`config.mk`:
```
export PLATFORM = sky130hd
export DESIGN_NAME = polar_stereo_map_position_unit_flat
export DESIGN_NICKNAME = d
export VERILOG_FILES = /design/src/psm_pkg.sv /design/src/psm_intf.sv /design/src/psm_cordic.sv /design/src/psm_muldiv.sv /design/src/polar_stereo_map_position_unit.sv /design/src/flat_wrapper.sv
export SDC_FILE = /design/constraint.sdc
export NUM_CORES = 2
export LEC_CHECK = 0
export ABC_AREA = 1
export BUFFER_PORTS_ARGS = -buffer_cell sky130_fd_sc_hd__buf_2
export CAP_MARGIN = 20
export CORE_ASPECT_RATIO = 0.5
export CORE_UTILIZATION = 35
export DETAILED_ROUTE_END_ITERATION = 6
export GPL_TIMING_DRIVEN = 0
export SYNTH_ARGS = -nofsm -noshare
export SYNTH_HDL_FRONTEND = slang
export SYNTH_SLANG_ARGS = --single-unit
```
`constraint.sdc`:
```
create_clock -name clk -period 5.7 [get_ports clk]
set_clock_uncertainty 0.15 [all_clocks]
set_input_delay 1.71 -clock clk [delete_from_list [all_inputs] [get_ports clk]]
set_output_delay 1.71 -clock clk [all_outputs]
set_load 0.02 [all_outputs]
```
`src/psm_pkg.sv`:
```
package psm_pkg;

	// Fixed-point formats
	localparam int FRAC_BITS = 16;
	localparam int ANG_BITS  = 24;
	localparam int UP_SHIFT  = ANG_BITS - FRAC_BITS;
	localparam int STEPS     = 24;
	localparam int SW        = $clog2(STEPS);

	// CORDIC datapath width (angles in degrees Q.24, vectors Q.30)
	localparam int AW = 36;

	// Shared multiply/divide unit widths
	localparam int MA = 35;
	localparam int MB = 26;
	localparam int PW = MA + MB;
	localparam int NW = 64;
	localparam int DW = 32;
	localparam int QW = 40;
	localparam int CW = $clog2(QW);

	// Unit coordinate width and map bound widths
	localparam int UW = 32;
	localparam int BW = 19 + UP_SHIFT;

	localparam logic signed [AW-1:0] CORDIC_K = 36'sd652032874;
	localparam logic signed [AW-1:0] DEG45    = 36'sd754974720;
	localparam logic signed [AW-1:0] DEG90    = 36'sd1509949440;
	localparam logic signed [AW-1:0] DEG180   = 36'sd3019898880;
	localparam logic signed [AW-1:0] DEG360   = 36'sd6039797760;
	localparam logic signed [AW-1:0] R_SAT    = 36'sd17179869184;

	localparam logic signed [20:0] RATIO_MAX = 21'sd524287;

	// Configuration register indexes
	localparam logic [2:0] REG_INVERSE = 3'd0;
	localparam logic [2:0] REG_TL_X    = 3'd1;
	localparam logic [2:0] REG_TL_Y    = 3'd2;
	localparam logic [2:0] REG_BR_X    = 3'd3;
	localparam logic [2:0] REG_BR_Y    = 3'd4;
	localparam logic [2:0] REG_YAW_OFS = 3'd5;

	// Result status codes
	localparam logic [1:0] ST_OK     = 2'd0;
	localparam logic [1:0] ST_SAT    = 2'd1;
	localparam logic [1:0] ST_BOUNDS = 2'd2;

	typedef struct packed {
		logic start;
		logic vector;
	} cordic_cmd_t;

	typedef struct packed {
		logic start;
		logic div;
	} md_cmd_t;

	// atan(2^-i) in degrees Q.24
	function automatic logic [29:0] atan_deg(input logic [SW-1:0] i);
		logic [29:0] a;
		case (i)
			5'd0:    a = 30'd754974720;
			5'd1:    a = 30'd445687602;
			5'd2:    a = 30'd235489088;
			5'd3:    a = 30'd119537938;
			5'd4:    a = 30'd60000934;
			5'd5:    a = 30'd30029717;
			5'd6:    a = 30'd15018523;
			5'd7:    a = 30'd7509720;
			5'd8:    a = 30'd3754917;
			5'd9:    a = 30'd1877466;
			5'd10:   a = 30'd938734;
			5'd11:   a = 30'd469367;
			5'd12:   a = 30'd234684;
			5'd13:   a = 30'd117342;
			5'd14:   a = 30'd58671;
			5'd15:   a = 30'd29335;
			5'd16:   a = 30'd14668;
			5'd17:   a = 30'd7334;
			5'd18:   a = 30'd3667;
			5'd19:   a = 30'd1833;
			5'd20:   a = 30'd917;
			5'd21:   a = 30'd458;
			5'd22:   a = 30'd229;
			5'd23:   a = 30'd115;
			default: a = 30'd0;
		endcase
		return a;
	endfunction

	// Wrap into [-180,180) and fold into [-90,90]; MSB flags a fold
	function automatic logic [AW:0] reduce_angle(input logic signed [AW-1:0] a);
		logic signed [AW-1:0] r;
		logic neg;
		r = a;
		neg = 1'b0;
		if (r < -DEG180)
			r = r + DEG360;
		else if (r >= DEG180)
			r = r - DEG360;
		if (r > DEG90) begin
			r = r - DEG180;
			neg = 1'b1;
		end else if (r < -DEG90) begin
			r = r + DEG180;
			neg = 1'b1;
		end
		return {neg, r};
	endfunction

	// Clip a signed quotient to the ratio range; MSB flags saturation
	function automatic logic [20:0] clip_ratio(input logic signed [QW:0] q);
		logic [20:0] res;
		if (q > QW'(RATIO_MAX))
			res = {1'b1, RATIO_MAX[19:0]};
		else if (q < -(QW+1)'(RATIO_MAX))
			res = {1'b1, 20'(-RATIO_MAX)};
		else
			res = {1'b0, q[19:0]};
		return res;
	endfunction

endpackage

```
`src/psm_intf.sv`:
```
interface psm_fix_if;
	logic               valid;
	logic               ready;
	logic signed [23:0] latitude;
	logic signed [24:0] longitude;
	logic signed [24:0] yaw;
	logic               yaw_valid;

	modport source(output valid, latitude, longitude, yaw, yaw_valid, input ready);
	modport sink(input valid, latitude, longitude, yaw, yaw_valid, output ready);
endinterface

interface psm_pos_if;
	logic               valid;
	logic               ready;
	logic signed [19:0] h_ratio;
	logic signed [19:0] v_ratio;
	logic signed [25:0] heading;
	logic        [1:0]  status;

	modport source(output valid, h_ratio, v_ratio, heading, status, input ready);
	modport sink(input valid, h_ratio, v_ratio, heading, status, output ready);
endinterface

```
`src/psm_cordic.sv`:
```
module psm_cordic import psm_pkg::*; (
	input  logic                 clk,
	input  logic                 arst_n,
	input  cordic_cmd_t          cmd,
	input  logic signed [AW-1:0] x0,
	input  logic signed [AW-1:0] y0,
	input  logic signed [AW-1:0] z0,
	output logic                 done,
	output logic signed [AW-1:0] x,
	output logic signed [AW-1:0] y,
	output logic signed [AW-1:0] z
);

	logic                 busy_q, done_q, vector_q;
	logic [SW-1:0]        step_q;
	logic signed [AW-1:0] x_q, y_q, z_q;
	logic signed [AW-1:0] sx, sy, ang;
	logic                 pos;

	// One micro-rotation per cycle
	always_comb begin
		sx  = y_q >>> step_q;
		sy  = x_q >>> step_q;
		ang = AW'(atan_deg(step_q));
		pos = vector_q ? y_q[AW-1] : ~z_q[AW-1];
	end

	always_ff @(posedge clk or negedge arst_n) begin
		if (!arst_n) begin
			busy_q   <= 1'b0;
			done_q   <= 1'b0;
			vector_q <= 1'b0;
			step_q   <= '0;
			x_q      <= '0;
			y_q      <= '0;
			z_q      <= '0;
		end else begin
			done_q <= 1'b0;
			if (cmd.start) begin
				busy_q   <= 1'b1;
				vector_q <= cmd.vector;
				step_q   <= '0;
				x_q      <= x0;
				y_q      <= y0;
				z_q      <= z0;
			end else if (busy_q) begin
				if (pos) begin
					x_q <= x_q - sx;
					y_q <= y_q + sy;
					z_q <= z_q - ang;
				end else begin
					x_q <= x_q + sx;
					y_q <= y_q - sy;
					z_q <= z_q + ang;
				end
				if (step_q == SW'(STEPS - 1)) begin
					busy_q <= 1'b0;
					done_q <= 1'b1;
				end
				step_q <= step_q + 1'b1;
			end
		end
	end

	assign done = done_q;
	assign x    = x_q;
	assign y    = y_q;
	assign z    = z_q;

endmodule

```
`src/psm_muldiv.sv`:
```
module psm_muldiv import psm_pkg::*; (
	input  logic          clk,
	input  logic          arst_n,
	input  md_cmd_t       cmd,
	input  logic [MA-1:0] mul_a,
	input  logic [MB-1:0] mul_b,
	input  logic [NW-1:0] div_n,
	input  logic [DW-1:0] div_d,
	output logic          done,
	output logic [PW-1:0] prod,
	output logic [QW-1:0] quo
);

	logic          busy_q, done_q, div_q;
	logic [CW-1:0] cnt_q;
	logic [PW-1:0] acc_q, a_sh_q;
	logic [MB-1:0] b_q;
	logic [DW:0]   rem_q;
	logic [QW-1:0] low_q, quo_q;
	logic [DW-1:0] d_q;
	logic [DW:0]   trial;
	logic          fits, last;

	// Restoring divide trial and step count
	always_comb begin
		trial = {rem_q[DW-1:0], low_q[QW-1]};
		fits  = trial >= {1'b0, d_q};
		last  = cnt_q == (div_q ? CW'(QW - 1) : CW'(MB - 1));
	end

	always_ff @(posedge clk or negedge arst_n) begin
		if (!arst_n) begin
			busy_q <= 1'b0;
			done_q <= 1'b0;
			div_q  <= 1'b0;
			cnt_q  <= '0;
			acc_q  <= '0;
			a_sh_q <= '0;
			b_q    <= '0;
			rem_q  <= '0;
			low_q  <= '0;
			quo_q  <= '0;
			d_q    <= '0;
		end else begin
			done_q <= 1'b0;
			if (cmd.start) begin
				busy_q <= 1'b1;
				div_q  <= cmd.div;
				cnt_q  <= '0;
				acc_q  <= '0;
				a_sh_q <= PW'(mul_a);
				b_q    <= mul_b;
				rem_q  <= (DW+1)'(div_n[NW-1:QW]);
				low_q  <= div_n[QW-1:0];
				quo_q  <= '0;
				d_q    <= div_d;
			end else if (busy_q) begin
				if (div_q) begin
					// one quotient bit per cycle
					rem_q <= fits ? trial - {1'b0, d_q} : trial;
					quo_q <= {quo_q[QW-2:0], fits};
					low_q <= {low_q[QW-2:0], 1'b0};
				end else begin
					// shift-add, multiplier LSB first
					if (b_q[0])
						acc_q <= acc_q + a_sh_q;
					a_sh_q <= {a_sh_q[PW-2:0], 1'b0};
					b_q    <= {1'b0, b_q[MB-1:1]};
				end
				if (last) begin
					busy_q <= 1'b0;
					done_q <= 1'b1;
				end
				cnt_q <= cnt_q + 1'b1;
			end
		end
	end

	assign done = done_q;
	assign prod = acc_q;
	assign quo  = quo_q;

endmodule

```
`src/polar_stereo_map_position_unit.sv`:
```
// Polar stereographic map position. Each fix (latitude, longitude, yaw) is
// projected with r = 2*tan(45 - |lat|/2), x = r*sin(lon), y = r*cos(lon),
// turned into Q.16 horizontal and vertical ratios across the configured map
// rectangle, and paired with a heading: yaw + offset when yaw is valid,
// else the atan2 of the ratio change, held when the position did not move.
// One fix is worked at a time; the input is not ready while it runs. The
// next fix can be taken once the result is handed to the output register;
// the handover waits while an earlier result there is still not taken. The
// time is set by one shared 24-step CORDIC (up to three passes: tangent
// angle, longitude, heading) and one shared multiply/divide unit (multiply
// twice, divide up to three times). A steep tangent skips the first
// divide, zero-size bounds skip the two ratio divides, and the heading pass
// runs only when yaw is invalid and the ratios moved. A finished result
// waits in the output register while the next fix is taken. Map registers
// are to be written only while no fix is in flight; the user must keep to
// this, as the block does not enforce it.
module polar_stereo_map_position_unit import psm_pkg::*; (
	input  logic        clk,
	input  logic        arst_n,
	input  logic        cfg_wr_en,
	input  logic [2:0]  cfg_index,
	input  logic [24:0] cfg_data,
	psm_fix_if.sink     fix,
	psm_pos_if.source   pos
);

	typedef enum logic [3:0] {
		S_IDLE, S_ALPHA, S_ROT1, S_TAN, S_DIVT, S_LON, S_ROT2, S_MULX, S_MULY,
		S_RATH, S_RATV, S_RATVW, S_HEAD, S_ATAN, S_DONE
	} state_t;

	state_t state_q;

	// Configuration
	logic               inverse_q;
	logic signed [18:0] tl_x_q, tl_y_q, br_x_q, br_y_q;
	logic signed [24:0] yaw_ofs_q;

	// Latched fix
	logic [23:0]        lat_q;
	logic signed [25:0] lon_q;
	logic signed [24:0] yaw_q;
	logic               yaw_valid_q;

	// Working registers
	logic                 fold_q, neg_q;
	logic signed [AW-1:0] sa_q, ca_q, cl_q, r_q;
	logic signed [UW-1:0] ux_q, uy_q;
	logic signed [19:0]   h_q, v_q, prev_h_q, prev_v_q;
	logic signed [25:0]   head_q;
	logic [1:0]           status_q;

	// Unit operands
	cordic_cmd_t          cor_cmd_q;
	logic signed [AW-1:0] cor_x0_q, cor_y0_q, cor_z0_q;
	logic                 cor_done;
	logic signed [AW-1:0] cor_x, cor_y, cor_z;
	md_cmd_t              md_cmd_q;
	logic [MA-1:0]        mul_a_q;
	logic [MB-1:0]        mul_b_q;
	logic [NW-1:0]        div_n_q;
	logic [DW-1:0]        div_d_q;
	logic                 md_done;
	logic [PW-1:0]        md_prod;
	logic [QW-1:0]        md_quo;

	// Output register
	logic               out_valid_q;
	logic signed [19:0] out_h_q, out_v_q;
	logic signed [25:0] out_head_q;
	logic [1:0]         out_status_q;

	// Combinational helpers
	logic [AW:0]          red_alpha, red_lon;
	logic signed [AW-1:0] sa_fold, ca_fold, sa_abs, cl6, cl6_abs;
	logic signed [AW-1:0] r_abs, r_div;
	logic                 steep;
	logic signed [PW:0]   sprod;
	logic signed [BW-1:0] tlx, tly, brx, bry;
	logic signed [BW:0]   wid, hgt;
	logic [BW:0]          wid_abs, hgt_abs;
	logic signed [UW:0]   num_h, num_v;
	logic [UW:0]          num_h_abs, num_v_abs;
	logic signed [QW:0]   q_sgn;
	logic [20:0]          clip_q;
	logic signed [20:0]   dxs, dys;
	logic signed [AW-1:0] xv, yv;
	logic signed [AW-1:0] z_rnd;
	logic signed [25:0]   yaw_sum;

	always_comb begin
		red_alpha = reduce_angle(DEG45 - AW'({lat_q, 7'b0}));
		red_lon   = reduce_angle({{(AW-26-UP_SHIFT){lon_q[25]}}, lon_q, {UP_SHIFT{1'b0}}});

		sa_fold = fold_q ? -cor_y : cor_y;
		ca_fold = fold_q ? -cor_x : cor_x;
		sa_abs  = sa_q[AW-1] ? -sa_q : sa_q;
		steep   = (ca_q <= 0) || (sa_abs >= (ca_q <<< 3));
		r_div   = neg_q ? -AW'(md_quo) : AW'(md_quo);
		r_abs   = r_q[AW-1] ? -r_q : r_q;

		cl6     = cl_q >>> 6;
		cl6_abs = cl6[AW-1] ? -cl6 : cl6;
		sprod   = neg_q ? -(PW+1)'(md_prod) : (PW+1)'(md_prod);

		tlx = {tl_x_q, {UP_SHIFT{1'b0}}};
		tly = {tl_y_q, {UP_SHIFT{1'b0}}};
		brx = {br_x_q, {UP_SHIFT{1'b0}}};
		bry = {br_y_q, {UP_SHIFT{1'b0}}};
		wid = (BW+1)'(brx) - (BW+1)'(tlx);
		hgt = (BW+1)'(tly) - (BW+1)'(bry);
		wid_abs = wid[BW] ? -wid : wid;
		hgt_abs = hgt[BW] ? -hgt : hgt;
		num_h = (UW+1)'(ux_q) - (UW+1)'(tlx);
		num_v = (UW+1)'(uy_q) - (UW+1)'(bry);
		num_h_abs = num_h[UW] ? -num_h : num_h;
		num_v_abs = num_v[UW] ? -num_v : num_v;

		q_sgn  = neg_q ? -(QW+1)'(md_quo) : (QW+1)'(md_quo);
		clip_q = clip_ratio(q_sgn);

		dxs = 21'(h_q) - 21'(prev_h_q);
		dys = 21'(v_q) - 21'(prev_v_q);
		xv  = {{(AW-29){dxs[20]}}, dxs, 8'b0};
		yv  = {{(AW-29){dys[20]}}, dys, 8'b0};

		z_rnd   = cor_z + AW'(1 << (UP_SHIFT - 1));
		yaw_sum = 26'(yaw_q) + 26'(yaw_ofs_q);
	end

	// Configuration writes; unknown indexes are dropped
	always_ff @(posedge clk or negedge arst_n) begin
		if (!arst_n) begin
			inverse_q <= 1'b0;
			tl_x_q    <= -19'sd131072;
			tl_y_q    <= 19'sd131072;
			br_x_q    <= 19'sd131072;
			br_y_q    <= -19'sd131072;
			yaw_ofs_q <= '0;
		end else if (cfg_wr_en) begin
			unique case (cfg_index)
				REG_INVERSE: inverse_q <= cfg_data[0];
				REG_TL_X:    tl_x_q    <= cfg_data[18:0];
				REG_TL_Y:    tl_y_q    <= cfg_data[18:0];
				REG_BR_X:    br_x_q    <= cfg_data[18:0];
				REG_BR_Y:    br_y_q    <= cfg_data[18:0];
				REG_YAW_OFS: yaw_ofs_q <= cfg_data;
				default: ;
			endcase
		end
	end

	// Sequencer
	always_ff @(posedge clk or negedge arst_n) begin
		if (!arst_n) begin
			state_q      <= S_IDLE;
			lat_q        <= '0;
			lon_q        <= '0;
			yaw_q        <= '0;
			yaw_valid_q  <= 1'b0;
			fold_q       <= 1'b0;
			neg_q        <= 1'b0;
			sa_q         <= '0;
			ca_q         <= '0;
			cl_q         <= '0;
			r_q          <= '0;
			ux_q         <= '0;
			uy_q         <= '0;
			h_q          <= '0;
			v_q          <= '0;
			prev_h_q     <= '0;
			prev_v_q     <= '0;
			head_q       <= '0;
			status_q     <= ST_OK;
			cor_cmd_q    <= '0;
			cor_x0_q     <= '0;
			cor_y0_q     <= '0;
			cor_z0_q     <= '0;
			md_cmd_q     <= '0;
			mul_a_q      <= '0;
			mul_b_q      <= '0;
			div_n_q      <= '0;
			div_d_q      <= '0;
			out_valid_q  <= 1'b0;
			out_h_q      <= '0;
			out_v_q      <= '0;
			out_head_q   <= '0;
			out_status_q <= ST_OK;
		end else begin
			// drop start pulses; a waiting state issues no new start while it waits
			if (cor_cmd_q.start)
				cor_cmd_q.start <= 1'b0;
			if (md_cmd_q.start)
				md_cmd_q.start <= 1'b0;
			if (out_valid_q && pos.ready && state_q != S_DONE)
				out_valid_q <= 1'b0;

			unique case (state_q)
				S_IDLE: begin
					if (fix.valid) begin
						lat_q       <= fix.latitude[23] ? 24'(-fix.latitude) : fix.latitude;
						lon_q       <= inverse_q ? -26'(fix.longitude) : 26'(fix.longitude);
						yaw_q       <= fix.yaw;
						yaw_valid_q <= fix.yaw_valid;
						state_q     <= S_ALPHA;
					end
				end
				S_ALPHA: begin
					// rotate by 45 - |lat|/2
					fold_q    <= red_alpha[AW];
					cor_x0_q  <= CORDIC_K;
					cor_y0_q  <= '0;
					cor_z0_q  <= red_alpha[AW-1:0];
					cor_cmd_q <= '{start: 1'b1, vector: 1'b0};
					state_q   <= S_ROT1;
				end
				S_ROT1: begin
					if (cor_done) begin
						sa_q    <= sa_fold;
						ca_q    <= ca_fold;
						state_q <= S_TAN;
					end
				end
				S_TAN: begin
					// saturate steep tangents, else divide sin by cos
					if (steep) begin
						r_q     <= sa_q[AW-1] ? -R_SAT : R_SAT;
						state_q <= S_LON;
					end else begin
						neg_q    <= sa_q[AW-1];
						div_n_q  <= {sa_abs[32:0], 31'b0};
						div_d_q  <= ca_q[DW-1:0];
						md_cmd_q <= '{start: 1'b1, div: 1'b1};
						state_q  <= S_DIVT;
					end
				end
				S_DIVT: begin
					if (md_done) begin
						r_q     <= r_div;
						state_q <= S_LON;
					end
				end
				S_LON: begin
					fold_q    <= red_lon[AW];
					cor_x0_q  <= CORDIC_K;
					cor_y0_q  <= '0;
					cor_z0_q  <= red_lon[AW-1:0];
					cor_cmd_q <= '{start: 1'b1, vector: 1'b0};
					state_q   <= S_ROT2;
				end
				S_ROT2: begin
					if (cor_done) begin
						cl_q     <= ca_fold;
						neg_q    <= r_q[AW-1] ^ sa_fold[AW-1];
						mul_a_q  <= r_abs[MA-1:0];
						mul_b_q  <= MB'(AW'(sa_fold >>> 6) < 0 ?
							-(sa_fold >>> 6) : (sa_fold >>> 6));
						md_cmd_q <= '{start: 1'b1, div: 1'b0};
						state_q  <= S_MULX;
					end
				end
				S_MULX: begin
					if (md_done) begin
						ux_q     <= sprod[PW:30];
						neg_q    <= r_q[AW-1] ^ cl6[AW-1];
						mul_a_q  <= r_abs[MA-1:0];
						mul_b_q  <= cl6_abs[MB-1:0];
						md_cmd_q <= '{start: 1'b1, div: 1'b0};
						state_q  <= S_MULY;
					end
				end
				S_MULY: begin
					if (md_done) begin
						uy_q    <= sprod[PW:30];
						state_q <= S_RATH;
					end
				end
				S_RATH: begin
					// zero-size bounds skip both divides
					if (wid == 0 || hgt == 0) begin
						status_q <= ST_BOUNDS;
						h_q      <= '0;
						v_q      <= '0;
						state_q  <= S_HEAD;
					end else begin
						neg_q    <= num_h[UW] ^ wid[BW];
						div_n_q  <= NW'({num_h_abs, {FRAC_BITS{1'b0}}});
						div_d_q  <= DW'(wid_abs);
						md_cmd_q <= '{start: 1'b1, div: 1'b1};
						state_q  <= S_RATV;
					end
				end
				S_RATV: begin
					if (md_done) begin
						h_q      <= clip_q[19:0];
						status_q <= clip_q[20] ? ST_SAT : ST_OK;
						neg_q    <= num_v[UW] ^ hgt[BW];
						div_n_q  <= NW'({num_v_abs, {FRAC_BITS{1'b0}}});
						div_d_q  <= DW'(hgt_abs);
						md_cmd_q <= '{start: 1'b1, div: 1'b1};
						state_q  <= S_RATVW;
					end
				end
				S_RATVW: begin
					if (md_done) begin
						v_q <= clip_q[19:0];
						if (clip_q[20])
							status_q <= ST_SAT;
						state_q <= S_HEAD;
					end
				end
				S_HEAD: begin
					if (yaw_valid_q) begin
						head_q  <= yaw_sum;
						state_q <= S_DONE;
					end else if (status_q != ST_BOUNDS &&
						(h_q != prev_h_q || v_q != prev_v_q)) begin
						// pre-rotate by 180 degrees for a leftward move
						if (dxs[20]) begin
							cor_x0_q <= -xv;
							cor_y0_q <= -yv;
							cor_z0_q <= dys[20] ? -DEG180 : DEG180;
						end else begin
							cor_x0_q <= xv;
							cor_y0_q <= yv;
							cor_z0_q <= '0;
						end
						cor_cmd_q <= '{start: 1'b1, vector: 1'b1};
						state_q   <= S_ATAN;
					end else begin
						state_q <= S_DONE;
					end
				end
				S_ATAN: begin
					if (cor_done) begin
						head_q  <= z_rnd[UP_SHIFT +: 26];
						state_q <= S_DONE;
					end
				end
				S_DONE: begin
					// hand over once the output register is free
					if (!out_valid_q || pos.ready) begin
						out_valid_q  <= 1'b1;
						out_h_q      <= h_q;
						out_v_q      <= v_q;
						out_head_q   <= head_q;
						out_status_q <= status_q;
						if (status_q != ST_BOUNDS) begin
							prev_h_q <= h_q;
							prev_v_q <= v_q;
						end
						state_q <= S_IDLE;
					end else if (out_valid_q && pos.ready) begin
						out_valid_q <= 1'b0;
					end
				end
				default: state_q <= S_IDLE;
			endcase
		end
	end

	psm_cordic u_cordic (
		.clk    (clk),
		.arst_n (arst_n),
		.cmd    (cor_cmd_q),
		.x0     (cor_x0_q),
		.y0     (cor_y0_q),
		.z0     (cor_z0_q),
		.done   (cor_done),
		.x      (cor_x),
		.y      (cor_y),
		.z      (cor_z)
	);

	psm_muldiv u_muldiv (
		.clk    (clk),
		.arst_n (arst_n),
		.cmd    (md_cmd_q),
		.mul_a  (mul_a_q),
		.mul_b  (mul_b_q),
		.div_n  (div_n_q),
		.div_d  (div_d_q),
		.done   (md_done),
		.prod   (md_prod),
		.quo    (md_quo)
	);

	assign fix.ready   = (state_q == S_IDLE);
	assign pos.valid   = out_valid_q;
	assign pos.h_ratio = out_h_q;
	assign pos.v_ratio = out_v_q;
	assign pos.heading = out_head_q;
	assign pos.status  = out_status_q;

endmodule

```
`src/flat_wrapper.sv`:
```
// flat-port wrapper written by rule: the top's interface ports become plain ports
module polar_stereo_map_position_unit_flat import psm_pkg::*;
  (clk, arst_n, cfg_wr_en, cfg_index, cfg_data, fix_valid, fix_latitude, fix_longitude, fix_yaw, fix_yaw_valid, fix_ready, pos_valid, pos_h_ratio, pos_v_ratio, pos_heading, pos_status, pos_ready);
  psm_fix_if fix_i ();
  psm_pos_if pos_i ();
  input  logic clk;
  input  logic arst_n;
  input  logic cfg_wr_en;
  input  logic [2:0] cfg_index;
  input  logic [24:0] cfg_data;
  input wire logic [$bits(fix_i.valid)-1:0] fix_valid;
  input wire logic [$bits(fix_i.latitude)-1:0] fix_latitude;
  input wire logic [$bits(fix_i.longitude)-1:0] fix_longitude;
  input wire logic [$bits(fix_i.yaw)-1:0] fix_yaw;
  input wire logic [$bits(fix_i.yaw_valid)-1:0] fix_yaw_valid;
  output wire logic [$bits(fix_i.ready)-1:0] fix_ready;
  output wire logic [$bits(pos_i.valid)-1:0] pos_valid;
  output wire logic [$bits(pos_i.h_ratio)-1:0] pos_h_ratio;
  output wire logic [$bits(pos_i.v_ratio)-1:0] pos_v_ratio;
  output wire logic [$bits(pos_i.heading)-1:0] pos_heading;
  output wire logic [$bits(pos_i.status)-1:0] pos_status;
  input wire logic [$bits(pos_i.ready)-1:0] pos_ready;
  assign fix_i.valid = fix_valid;
  assign fix_i.latitude = fix_latitude;
  assign fix_i.longitude = fix_longitude;
  assign fix_i.yaw = fix_yaw;
  assign fix_i.yaw_valid = fix_yaw_valid;
  assign fix_ready = fix_i.ready;
  assign pos_valid = pos_i.valid;
  assign pos_h_ratio = pos_i.h_ratio;
  assign pos_v_ratio = pos_i.v_ratio;
  assign pos_heading = pos_i.heading;
  assign pos_status = pos_i.status;
  assign pos_i.ready = pos_ready;
  polar_stereo_map_position_unit u_core (.clk(clk), .arst_n(arst_n), .cfg_wr_en(cfg_wr_en), .cfg_index(cfg_index), .cfg_data(cfg_data), .fix(fix_i), .pos(pos_i));
endmodule
```
==> flow_summary.toml <==
[route]
totalWireLength_mm = 382
viasPerCell = 5.46
drtIter0Drc = 10400
first_pass_iters = 7
ant_nets = 0
drcViolationCount = 4
routedWlPerCell_um = 22.2
vias = 93800

[setup_path]
start_kind = "register"
critical_path_class = "reg2reg"
required_ps = 6180
cp_max_fo = 10
cp.arrival_ps = 6070
critPathCaptureType = "register"

[clocking]
cts_buffers = 118
root_buffer = "clkbuf_16"
cts.sink_count = 1192
clockBufferDepth = 3
cts_htree_levels = 3
clkLatencyLatePin_ps = 810
cts_tree = "yes"
clkTransAtPathRegs_ps = 60
postCtsHoldBufs = 0

[synthesis]
synth_edf_count = 0
synthCells = 13400
synth_area_leaders = "dfrtp_1 (33%), nand2_1 (15%), o21ai_0 (7.3%)"
ys_warn_count = 0
async_flop_share_pct = 100
netlist-cell-type-count = 74
synth_area_mm2 = 0.0899
synth_ff_type = "dfrtp_1"
synthesis.nets = 13900
ys_seq_area_share_pct = 33.2
syn_area_per_cell_um2 = 6.73
yosysTopAreaCell = "dfrtp_1"
synth-seq-cells = 1192
yosys.area.top_type_share_pct = 33.0

[run_status]
violations = "design-rule violations"
status = "complete, but fails checks"

[grt]
grt_usage_pct = 28.4
grt_pass1_vias = 87800
globalRoute.totalOverflow = 0
grt_pass1_wl_mm = 561
grt_max_degree = 168
antenna_found_initial = 17

[sta]
period_needed_ps = 5590
setup_viol_count_final = 0
drv_slew = 0
slew_headroom_pct = 19.2
hold_violations = 0
setup_tns_ps = 0
timing.hold.ws_ps = 328
worst_slack_ps = 111
worst_pin_slew_ps = 1210
max_freq_mhz = 179
finalCritPeriodShare_pct = 98.1

[cells_and_area]
layout_common_cells = "nand2_1 (3,574), inv_1 (1,627), o21ai_0 (1,288)"
fin_area_mm2 = 0.100
area_growth_pct = 11.4
final_common_cell = "nand2_1"
finalNetCount = 14200
drive_gt1_share_pct = 5.44

[floorplanning]
die-area_mm2 = 0.259
core_mm2 = 0.255
start_util_pct = 35.2
die_w_um = 719
io_pins = 178
die_h_um = 360
rows = 131

[placed_design]
io_buffers = 177
place_ws_ps = -1250
gp_congestion = 1.01
hpwl_mm = 311
dpl_cell_area_mm2 = 0.0953

[worst_hold_path]
holdCritPathClass = "reg2reg"

[job]
cap_viol_max_count = 0
[cell type report]
| type | instances | area [um2] |
|---|---|---|
| clock buffer | 148 | 3210 |
| multi-input combinational | 10000 | 52400 |
| inverter | 1658 | 6230 |
| clock inverter | 68 | 948 |
| fill | 27300 | 155000 |
| tap | 3391 | 4240 |
| antenna | 2 | 5.00 |
| buffer | 466 | 2040 |
| timing repair buffer | 197 | 1250 |
| sequential | 1192 | 29800 |
[registers in the layout (all words and copies together) (netlist names), 35 cells and up]
name and count:
u_core.u_cordic.z 36, u_core.mul_a_q 35, u_core.ca_q 36, u_core.u_cordic.x 36, u_core.u_cordic.y 36, u_core.sa_q 36, u_core.r_q 36, u_core.u_muldiv.a_sh_q 61
u_core.div_n_q 48, u_core.u_muldiv.quo 40, u_core.u_muldiv.prod 61
[cell families (layout without fill, tap and decap cells)]
family / Yosys count / in the layout / synth area share (%)
AND/OR/NAND/NOR: 6282 / 6282 / 29.1
multiplexers: 6 / 6 / 0.0752
buffers and inverters: 2125 / 2537 / 9.11
AO/OA/AOI/OAI: 2787 / 2787 / 17.2
flip-flops: 1192 / 1192 / 33.2
adder cells (fa/ha/maj): 434 / 434 / 6.14
XOR/XNOR: 531 / 531 / 5.19
other: 0 / 2 / 0
[path summary, 6_finish.rpt]
kind	from	end	slack, ps	depth (start not counted)
min in group asynchronous	arst_n	u_core.div_n_q[24]$_DFFE_PN0P_	750	1
worst max-delay path	u_core.u_cordic.step_q[0]$_DFFE_PN0P_	u_core.u_cordic.x[23]$_DFFE_PN0P_	110	27
worst max register to register	u_core.u_cordic.step_q[0]$_DFFE_PN0P_	u_core.u_cordic.x[23]$_DFFE_PN0P_	110	27
worst min register to register	u_core.div_n_q[22]$_DFFE_PN0P_	u_core.div_n_q[22]$_DFFE_PN0P_	330	2
worst min-delay path	u_core.div_n_q[22]$_DFFE_PN0P_	u_core.div_n_q[22]$_DFFE_PN0P_	330	2
max in group asynchronous	arst_n	u_core.prev_h_q[13]$_DFFE_PN0P_	2200	4
[per-stage QoR]
| stage | util, % | std cells |
|---|---|---|
| 2_1_floorplan | - | 13400 |
| 3_3_place_gp | 37.2 | 16900 |
| 3_5_place_dp | 37.4 | 16900 |
| 4_1_cts | 39.0 | 17200 |
| 5_1_grt | 39.2 | 17200 |
| 6_report | 39.2 | 17200 |
[worst max-delay path: stages, from the launching register on]
cell	delay, ps
dfrtp_2	490
buf_4	220
buf_4	220
o211ai_1	430
nand3_1	130
nand2_1	90
nand2_1	60
inv_1	60
nand2_2	130
inv_1	90
ha_1	160
nand3_1	110
nor2_1	170
nand2_2	110
nor2_1	130
nand3_1	130
o21ai_2	190
xor2_2	410
ha_4	300
a21o_1	210
a31oi_1	140
o21ai_0	150
a21o_1	230
a21oi_2	210
o21ai_0	150
xor2_1	190
o21ai_2	230
o21ai_0	120
[routing by layer]
metal  vias to the layer above  part of all wire [%]  wire length, um  GRT usage [%]
li1                      44700                     -                -              -
met1                     44900                    45           172000           40.3
met2                      3682                    42           162000           43.5
met3                       578                   8.3            31600           4.47
met4                         8                   4.3            16300           10.5
met5                         -                 0.013               51              0
[what timing repair did]
action	in CTS	in global routing
gates resized for setup	56	144
pin swaps	3	17
setup buffers	1	5
endpoints found under the setup margin	98	165
hold endpoints to repair	0	0
[cell usage after synthesis, types with 14 or more instances]
cell	n
a21oi_1	750
a21o_1	38
nand3b_1	29
nor4_1	48
nand3_1	1011
nor3_1	175
o211ai_1	132
buf_4	14
o21ai_0	1311
o21ai_1	58
xnor2_1	114
o21a_1	27
a21boi_0	20
o22ai_1	147
nor2_1	1143
o31ai_1	42
a31oi_1	102
inv_1	1628
nand2_1	3579
o221ai_1	31
or2_2	27
clkbuf_1	310
nand4_1	194
inv_2	18
buf_2	81
dfrtp_1	1186
xor2_1	415
o21bai_1	48
buf_1	54
ha_1	422
Power is left out: the tool's default activity adds up to more than one toggle a clock period on the data nets, which glitch-free logic cannot reach.
